### src/rtl/bis_pkg.sv
// Shared types and constants for the bounded integer set.
package bis_pkg;

  localparam int unsigned WordW  = 32;
  localparam int unsigned KindW  = 2;
  localparam int unsigned CountW = 5;

  typedef enum logic [KindW-1:0] {
    KIND_CLEAR  = 2'd0,
    KIND_INSERT = 2'd1,
    KIND_TEST   = 2'd2,
    KIND_REMOVE = 2'd3
  } kind_e;

  // Command broadcast to every cell of the row.
  typedef struct packed {
    logic             ins;
    logic             rem;
    logic [WordW-1:0] value;
  } cell_cmd_t;

endpackage

### src/rtl/bis_if.sv
// Valid/ready channel interfaces for the operation and result words.
interface bis_in_if;
  logic        valid;
  logic        ready;
  logic [1:0]  kind;
  logic signed [31:0] value;

  modport source (output valid, output kind, output value, input ready);
  modport sink   (input valid, input kind, input value, output ready);
endinterface

interface bis_out_if;
  logic        valid;
  logic        ready;
  logic        done_res;
  logic        was_present;
  logic [4:0]  count;
  logic        has_bounds;
  logic signed [31:0] largest;
  logic signed [31:0] smallest;

  modport source (output valid, output done_res, output was_present, output count,
                  output has_bounds, output largest, output smallest, input ready);
  modport sink   (input valid, input done_res, input was_present, input count,
                  input has_bounds, input largest, input smallest, output ready);
endinterface

### src/rtl/bis_cell.sv
// One cell of the sorted member row: holds one member, shifts with its neighbors.
module bis_cell #(
  parameter int unsigned CntW = 5,
  parameter int unsigned Idx  = 0
) (
  input  logic                     clk_i,
  input  bis_pkg::cell_cmd_t       cmd_i,
  input  logic [CntW-1:0]          count_i,
  input  logic                     left_after_i,
  input  logic [bis_pkg::WordW-1:0] left_data_i,
  input  logic [bis_pkg::WordW-1:0] right_data_i,
  output logic                     after_o,
  output logic                     hit_o,
  output logic [bis_pkg::WordW-1:0] data_o
);
  import bis_pkg::*;

  logic [WordW-1:0] data_q, data_d;
  logic             valid;
  logic             gt;

  assign valid = count_i > CntW'(Idx);
  assign gt    = $signed(data_q) > $signed(cmd_i.value);
  assign hit_o = valid && (data_q == cmd_i.value);
  // Empty cells sit after every member.
  assign after_o = !valid || gt;

  always_comb begin
    data_d = data_q;
    if (cmd_i.ins && after_o) begin
      data_d = left_after_i ? left_data_i : cmd_i.value;
    end else if (cmd_i.rem && valid && (gt || hit_o)) begin
      // close the gap: take the right neighbor
      data_d = right_data_i;
    end
  end

  always_ff @(posedge clk_i) begin
    data_q <= data_d;
  end

  assign data_o = data_q;

endmodule

### src/rtl/bounded_integer_set.sv
// Bounded integer set: top level with control, row of cells and result register.
//
// Operation words arrive on in_i (kind, value) and result words leave on out_o.
// kind selects clear, insert, membership test or remove. Members are kept in
// ascending order in a row of SetCapacity cells; on insert or remove each
// cell takes its own, its left or its right neighbor's member or the new value,
// so the smallest member is in the first cell and the largest at count - 1.
// Membership is a broadcast compare across all cells, reduced by one OR.
// A word accepted in ST_IDLE updates the row and count in ST_EXEC; its result
// is loaded into the result register in ST_LOAD once that register is free.
// A new word can be taken in ST_LOAD as the last result loads, after the row
// update and the bounds read of the updated row.
// The result register holds its word while out_o.ready is low; in_i.ready is
// high in ST_IDLE, else low until that register can take the next result.
// Reset empties the set (count zero) and clears the output valid; member
// contents are not cleared and are never read beyond the count.
module bounded_integer_set #(
  parameter int unsigned SetCapacity = 16
) (
  input  logic      clk_i,
  input  logic      rst_ni,
  bis_in_if.sink    in_i,
  bis_out_if.source out_o
);
  import bis_pkg::*;

  localparam int unsigned CntW = $clog2(SetCapacity + 1);
  localparam int unsigned IdxW = (SetCapacity > 1) ? $clog2(SetCapacity) : 1;

  typedef enum logic [1:0] {
    ST_IDLE,
    ST_EXEC,
    ST_LOAD
  } state_e;

  state_e            state_q;
  kind_e             kind_q;
  logic [WordW-1:0]  value_q;
  logic [CntW-1:0]   count_q, count_d;
  logic              done_q, done_d;
  logic              pres_q, pres_d;

  logic              out_valid_q;
  logic              out_done_q, out_pres_q, out_bounds_q;
  logic [CountW-1:0] out_count_q;
  logic [WordW-1:0]  out_large_q, out_small_q;

  logic              out_free, in_fire;
  logic              present, full;
  cell_cmd_t         cmd;

  logic [WordW-1:0]  cell_data [SetCapacity];
  logic              cell_after [SetCapacity];
  logic [SetCapacity-1:0] hit_vec;

  logic [CntW-1:0]   last_cnt;
  logic [CntW+CountW-1:0] cnt_pad;

  assign out_free = !out_valid_q || out_o.ready;
  assign in_i.ready = (state_q == ST_IDLE) || (state_q == ST_LOAD && out_free);
  assign in_fire = in_i.valid && in_i.ready;

  assign present = |hit_vec;
  assign full    = count_q == CntW'(SetCapacity);

  always_comb begin
    cmd.value = value_q;
    cmd.ins   = (state_q == ST_EXEC) && (kind_q == KIND_INSERT) && !present && !full;
    cmd.rem   = (state_q == ST_EXEC) && (kind_q == KIND_REMOVE) && present;
  end

  always_comb begin
    count_d = count_q;
    done_d  = 1'b0;
    pres_d  = present;
    case (kind_q)
      KIND_CLEAR: begin
        count_d = '0;
        done_d  = 1'b1;
        pres_d  = 1'b0;
      end
      KIND_INSERT: begin
        done_d = cmd.ins;
        if (cmd.ins) count_d = count_q + 1'b1;
      end
      KIND_TEST: begin
        done_d = present;
      end
      KIND_REMOVE: begin
        done_d = cmd.rem;
        if (cmd.rem) count_d = count_q - 1'b1;
      end
      default: begin
        done_d = 1'b0;
      end
    endcase
  end

  for (genvar i = 0; i < SetCapacity; i++) begin : g_cell
    logic             left_after;
    logic [WordW-1:0] left_data, right_data;
    if (i == 0) begin : g_first
      assign left_after = 1'b0;
      assign left_data  = value_q;
    end else begin : g_mid
      assign left_after = cell_after[i-1];
      assign left_data  = cell_data[i-1];
    end
    if (i == SetCapacity - 1) begin : g_last
      assign right_data = cell_data[i];
    end else begin : g_inner
      assign right_data = cell_data[i+1];
    end
    bis_cell #(
      .CntW (CntW),
      .Idx  (i)
    ) u_cell (
      .clk_i        (clk_i),
      .cmd_i        (cmd),
      .count_i      (count_q),
      .left_after_i (left_after),
      .left_data_i  (left_data),
      .right_data_i (right_data),
      .after_o      (cell_after[i]),
      .hit_o        (hit_vec[i]),
      .data_o       (cell_data[i])
    );
  end

  assign last_cnt = count_q - 1'b1;
  assign cnt_pad  = {{CountW{1'b0}}, count_q};

  always_ff @(posedge clk_i or negedge rst_ni) begin
    if (!rst_ni) begin
      state_q     <= ST_IDLE;
      count_q     <= '0;
      out_valid_q <= 1'b0;
    end else begin
      // load a new result word, else drop the one just taken
      if (state_q == ST_LOAD && out_free) begin
        out_valid_q <= 1'b1;
      end else if (out_o.ready) begin
        out_valid_q <= 1'b0;
      end
      case (state_q)
        ST_IDLE: begin
          if (in_fire) state_q <= ST_EXEC;
        end
        ST_EXEC: begin
          count_q <= count_d;
          state_q <= ST_LOAD;
        end
        ST_LOAD: begin
          if (out_free) begin
            state_q <= in_fire ? ST_EXEC : ST_IDLE;
          end
        end
        default: begin
          state_q <= ST_IDLE;
        end
      endcase
    end
  end

  // Payload registers.
  always_ff @(posedge clk_i) begin
    if (in_fire) begin
      kind_q  <= kind_e'(in_i.kind);
      value_q <= in_i.value;
    end
    if (state_q == ST_EXEC) begin
      done_q <= done_d;
      pres_q <= pres_d;
    end
    if (state_q == ST_LOAD && out_free) begin
      out_done_q   <= done_q;
      out_pres_q   <= pres_q;
      out_count_q  <= cnt_pad[CountW-1:0];
      out_bounds_q <= count_q != '0;
      out_large_q  <= (count_q != '0) ? cell_data[last_cnt[IdxW-1:0]] : '0;
      out_small_q  <= (count_q != '0) ? cell_data[0] : '0;
    end
  end

  assign out_o.valid       = out_valid_q;
  assign out_o.done_res    = out_done_q;
  assign out_o.was_present = out_pres_q;
  assign out_o.count       = out_count_q;
  assign out_o.has_bounds  = out_bounds_q;
  assign out_o.largest     = out_large_q;
  assign out_o.smallest    = out_small_q;

endmodule

### src/flat_wrapper.sv
// flat-port wrapper written by rule: the top's interface ports become plain ports
module bounded_integer_set_flat import bis_pkg::*;
#(
  parameter int unsigned SetCapacity = 16
)
  (clk_i, rst_ni, in_i_valid, in_i_kind, in_i_value, in_i_ready, out_o_valid, out_o_done_res, out_o_was_present, out_o_count, out_o_has_bounds, out_o_largest, out_o_smallest, out_o_ready);
  bis_in_if in_i_i ();
  bis_out_if out_o_i ();
  input  logic clk_i;
  input  logic rst_ni;
  input wire logic [$bits(in_i_i.valid)-1:0] in_i_valid;
  input wire logic [$bits(in_i_i.kind)-1:0] in_i_kind;
  input wire logic [$bits(in_i_i.value)-1:0] in_i_value;
  output wire logic [$bits(in_i_i.ready)-1:0] in_i_ready;
  output wire logic [$bits(out_o_i.valid)-1:0] out_o_valid;
  output wire logic [$bits(out_o_i.done_res)-1:0] out_o_done_res;
  output wire logic [$bits(out_o_i.was_present)-1:0] out_o_was_present;
  output wire logic [$bits(out_o_i.count)-1:0] out_o_count;
  output wire logic [$bits(out_o_i.has_bounds)-1:0] out_o_has_bounds;
  output wire logic [$bits(out_o_i.largest)-1:0] out_o_largest;
  output wire logic [$bits(out_o_i.smallest)-1:0] out_o_smallest;
  input wire logic [$bits(out_o_i.ready)-1:0] out_o_ready;
  assign in_i_i.valid = in_i_valid;
  assign in_i_i.kind = in_i_kind;
  assign in_i_i.value = in_i_value;
  assign in_i_ready = in_i_i.ready;
  assign out_o_valid = out_o_i.valid;
  assign out_o_done_res = out_o_i.done_res;
  assign out_o_was_present = out_o_i.was_present;
  assign out_o_count = out_o_i.count;
  assign out_o_has_bounds = out_o_i.has_bounds;
  assign out_o_largest = out_o_i.largest;
  assign out_o_smallest = out_o_i.smallest;
  assign out_o_i.ready = out_o_ready;
  bounded_integer_set #(.SetCapacity(SetCapacity)) u_core (.clk_i(clk_i), .rst_ni(rst_ni), .in_i(in_i_i), .out_o(out_o_i));
endmodule
### config.mk
export PLATFORM = sky130hd
export DESIGN_NAME = bounded_integer_set_flat
export DESIGN_NICKNAME = d
export VERILOG_FILES = /design/src/rtl/bis_pkg.sv /design/src/rtl/bis_if.sv /design/src/rtl/bis_cell.sv /design/src/rtl/bounded_integer_set.sv /design/src/flat_wrapper.sv
export SDC_FILE = /design/constraint.sdc
export NUM_CORES = 2
export LEC_CHECK = 0
export BUFFER_PORTS_ARGS = -buffer_cell sky130_fd_sc_hd__buf_2
export CORE_MARGIN = 2
export CORE_UTILIZATION = 65
export DETAILED_ROUTE_END_ITERATION = 16
export GPL_ROUTABILITY_DRIVEN = 1
export PLACE_DENSITY_LB_ADDON = 0.15
export SLEW_MARGIN = 20
export SYNTH_ARGS = -nofsm -noshare
export SYNTH_HDL_FRONTEND = slang
export SYNTH_HIERARCHICAL = 1
export SYNTH_SLANG_ARGS = --single-unit
### constraint.sdc
create_clock -name clk_i -period 14.47 [get_ports clk_i]
set_clock_uncertainty 0.2 [all_clocks]
set_input_delay 0.7235 -clock clk_i [delete_from_list [all_inputs] [get_ports clk_i]]
set_output_delay 0.7235 -clock clk_i [all_outputs]
set_load 0.005 [all_outputs]
; ---- Word level (Yosys, flattened, before mapping)
; Cells that the tools add are included.
[totals]
ff_bits = 628
input_bits = 38
out_inout_bits = 74
word_cells = 293
[op_classes]
addsub = 2
n_lt_le_gt_ge = 33
eq_ne = 26
n_mux = 58
bitwise = 1
n_reduce_logical = 144
[ops]
columns = cell, n
row1 = 2-to-1 mux 32 bit, 47
row2 = == test 32 bit, 16
row3 = greater-than comparator 32 bit, 16
row4 = binary-select mux 32 bit (select 4 bit), 1
row5 = logical AND 1 bit, 69
row6 = "greater-than comparator 5 x 4 -> 1 bit, second input constant", 8
row7 = logical OR 1 bit, 33
row8 = nonzero test 2 bit, 16
row9 = "greater-than comparator 5 x 3 -> 1 bit, second input constant", 4
row10 = zero test 1 bit, 19
row11 = OR reduction 16 bit, 1
row12 = one-hot mux 5 bit (3 select lines), 1
row13 = "greater-than comparator 5 x 1 -> 1 bit, second input constant", 2
row14 = "greater-than comparator 5 x 2 -> 1 bit, second input constant", 2
row15 = 2-to-1 mux 5 bit, 2
row16 = "== test 2 bit, second input constant", 3
row17 = one-hot mux 2 bit (3 select lines), 1
row18 = "adder 5 x 1 -> 5 bit, second input constant", 1
row19 = "== test 5 bit, second input constant", 1
row20 = ">= comparator 5 bit, second input constant", 1
row21 = inverter 4 -> 5 bit, 1
row22 = nonzero test 5 bit, 1
row23 = "subtractor 5 x 1 -> 5 bit, second input constant", 1
row24 = "== test 2 x 1 -> 1 bit, second input constant", 2
row25 = 9 further kinds, 15

; ---- Longest topological paths before layout
[depth]
ltp_word = 8
ltp_mapped = 14
depth_no_buf = 12

; ---- Hierarchy
; Netlist, hierarchy kept.
[by_module_without_submodules]
columns = module, n_inst, cells_per_inst, area_per_inst_um2, seq_area_each_um2
row1 = bounded_integer_set, 1, 532, 8403.1, 3443.3
row2 = bis_cell (u_core.g_cell[10].u_cell ...), 2, 269, 2703.8, 960.9
row3 = bis_cell (u_core.g_cell[0].u_cell ...), 2, 270, 2702.6, 960.9
row4 = bis_cell (u_core.g_cell[14].u_cell ...), 2, 268, 2702.6, 960.9
row5 = bis_cell (u_core.g_cell[15].u_cell), 1, 267, 2712.6, 960.9
row6 = bis_cell (u_core.g_cell[12].u_cell), 1, 269, 2706.3, 960.9
row7 = bis_cell (u_core.g_cell[2].u_cell), 1, 268, 2703.8, 960.9
row8 = bis_cell (u_core.g_cell[5].u_cell), 1, 268, 2700.1, 960.9
row9 = bis_cell (u_core.g_cell[13].u_cell), 1, 268, 2698.8, 960.9
row10 = bis_cell (u_core.g_cell[8].u_cell), 1, 269, 2698.8, 960.9
row11 = bis_cell (u_core.g_cell[1].u_cell), 1, 268, 2697.6, 960.9
row12 = bis_cell (u_core.g_cell[11].u_cell), 1, 268, 2696.3, 960.9
row13 = bis_cell (u_core.g_cell[3].u_cell), 1, 268, 2695.1, 960.9
row14 = bis_cell (u_core.g_cell[7].u_cell), 1, 268, 2693.8, 960.9

; ---- Least setup slack after synthesis
; No wires, ideal clock.
[synth_timing]
path_kind = register to register
start = register u_core.value_q[0], in the netlist u_core/g_cell[0].left_data[0]
end = register u_core.g_cell[0].u_cell.data_q[0], enable pin
setup_ps = 480
arrival_ps = 9599
t_required_ps = 13790
slack_ps = 4191
path_stages_with_launch = 10
n_path_buf = 0
period_less_slack_ps = 10279
path_cell_list = edfxtp_1 ha_1 nand4_1 nor4_1 and4b_1 nor4_4 nand4_4 nor4_1 a21oi_1 a311oi_1
[synth_rtl]
columns = item, line_no
row1 = from (decl), bounded_integer_set.sv:38  ; logic [WordW-1:0] value_q;
row2 = from (signal assigned), bounded_integer_set.sv:169  ; value_q <= in_i.value;
row3 = to (signal assigned), bis_cell.sv:39  ; data_q <= data_d;
row4 = to (decl), bis_cell.sv:18  ; logic [WordW-1:0] data_q, data_d;

==> out/metrics.csv <==
metric;value;unit
CP Cell Sequence;buf_12 > buf_16 > or3_1 > a21oi_1 > nor4bb_1 > nor4_4 > nand4_4 > nor4_2 > buf_4 > inv_1 > o311ai_4 > buf_4 > mux2_2;
Clock Latency Late Sink;0.62;ns
Vias;39200;
status;completed;
Flop pwr share;0.337;
post-route insts no fill;5964;
Slew HR;0.207;
setup violators final;0;
vias in the first global route;37500;
Sink Count;628;
Critical Path Sink Type;flip-flop;
share of post-route cells with drive strength above 1;0.216;
NumNets Final;5416;
residual DRC count;0;
# H-tree levels;3;
Port Buf Inserts;111;
Worst Tran Pin Value;1.19;ns
setup_tns;0;ns
DRT antenna net count;0;
Initial Utilization;0.656;
commonest non-fill, non-tap cells in the layout;nand2_1, edfxtp_1, o21ai_0;
first-pass GRT wire length;213000;um
area of the die;81700;sq um
worst hold path type;in -> reg;
core area;78700;sq um
Die Span Y;286;um
Slowest cell on crit path;o311ai_4;
PwrDens;122;nW/um^2
worst path required time;14.64;ns
placed cells;5832;
IO Pins;112;
syn avg cell area;10.7;sq um
Worst setup SP type;flip-flop;
crit-path most repeated cell;buf_4;
Clock Path Buffers;3;
CTS tree;built;
fin. max-slew vios;0;
Leak Pwr;0.0232;uW
first drt pass iteration count;8;
GP Congestion;0.942;
Final Core Density;0.707;
critical path type;reg -> reg;
clock root cell;clkbuf_16;
Post-Layout Inst Area;55700;sq um
Mapped Cells;4825;
commonest non-fill, non-tap cell in the layout;nand2_1;
initial antenna violation count;0;
maximum VDD drop;0.141;mV
final worst path period need;6.36;ns
max incr delay on CP;1.02;ns
Die Width;286;um
yosys warns;6;
cell row count;103;
net count after synthesis;5378;
area delta synth->final;7.87;%
WL final;139000;um
Fmax;157;MHz
WL/cell;23.3;um
switching share of total power;0.372;
DRC violation total after the first TritonRoute iteration;4172;
Buf/Inv on CP;5;
crit share post-route;0.439;
MaxCap Viol Count;0;
Psw;2530;uW
vias per inst;6.58;
CTS resizes;0;
Final Hold Viols;0;
P_int;4270;uW
n_diodes;0;
RSZ-0062 raised after global routing;false;
cts bufs inserted;74;
placed inst area;53400;sq um
Total GRT Usage;0.334;
CP Data Arrival Time;6.53;ns
Post-Syn Area;51600;sq um
grt ovf;0;
clock power share;0.264;
Gate power share;0.399;
Detailed Place HPWL;106000;um
Clock Pin Slew Worst Setup and Hold Paths;0.06;ns
family with the most delay on the worst path;buffers and inverters;
CP max FO;67;
largest net degree at the start of global routing;130;
path summary, 6_finish.rpt:
kind | startpoint | end | slack, ns | cells after the start
min reg2reg | u_core/pres_q | u_core/out_o.was_present | 0.23 | 0
max | u_core/count_q[0] | u_core/g_cell[6].u_cell/data_o[31] | 8.11 | 13
max reg2reg | u_core/count_q[0] | u_core/g_cell[6].u_cell/data_o[31] | 8.11 | 13
max in group asynchronous | rst_ni | u_core/count_q[0] | 13.58 | 2
min | in_i_value[0] | u_core/g_cell[0].left_data[0] | 0.07 | 1
min in group asynchronous | rst_ni | u_core/out_o.valid | 0.29 | 2
power groups by stage:
stage | Combinational (uW) | Clock, uW | Sequential (uW)
final | 2710 | 1800 | 2290
after global routing | 2870 | 1890 | 2300
after CTS | 2630 | 1810 | 2290
after detailed placement | 2620 | 0 | 2320
after global placement | 2570 | 0 | 2320
after floorplan | 1850 | 0 | 2290
flip-flops by register name, indices dropped and copies added (netlist names), 2 cells and up:
| name | cells |
|---|---|
| u_core/g_cell.u_cell/data_o | 512 |
| u_core/g_cell.left_data | 32 |
| u_core/out_o.largest | 32 |
| u_core/out_o.smallest | 32 |
| u_core/count_q | 5 |
| u_core/out_o.count | 5 |
| u_core/kind_q | 2 |
| u_core/state_q | 2 |
metrics by stage:
step / power [uW] / worst slack (ns) / hold slack, ns
6_report: 6800 / 8.11 / 0.0737
5_1_grt: 7060 / 7.82 / 0.0647
4_1_cts: 6730 / 8.30 / 0.0512
3_5_place_dp: 4940 / 8.33 / 0.206
3_3_place_gp: 4890 / 8.43 / 0.202
2_1_floorplan: 4140 / 4.19 / 0.200
routing by layer:
| metal | wire [um] | track usage | up-vias |
|---|---|---|---|
| met1 | 58600 | 0.470 | 19100 |
| met4 | 4250 | 0.112 | 0 |
| met2 | 64500 | 0.538 | 1882 |
| met3 | 11700 | 0.0408 | 234 |
| li1 | - | - | 18000 |
| met5 | 0 | 0 | - |
worst reg2reg max path: cells and delay by family, from the launching register on:
family          cells  cell delay (ns)
compound gates      2             1.32
flops               1             0.62
buf+inv             5             1.97
mux                 1             0.39
simple gates        5             1.62
cell type report:
class | count | area [sq um]
sequential | 628 | 18800
tap | 1050 | 1310
timing repair buffer | 177 | 1100
inverter | 566 | 2120
fill | 5715 | 23100
multi-input combinational | 3416 | 30100
clock buffer | 97 | 2020
clock inverter | 30 | 220
repair_timing:
action,in CTS,in global routing
setup buffers,0,0
endpoints found under the hold margin,8,0
hold buffers,1,0
Note: power is estimated with default switching activity, not from simulation.
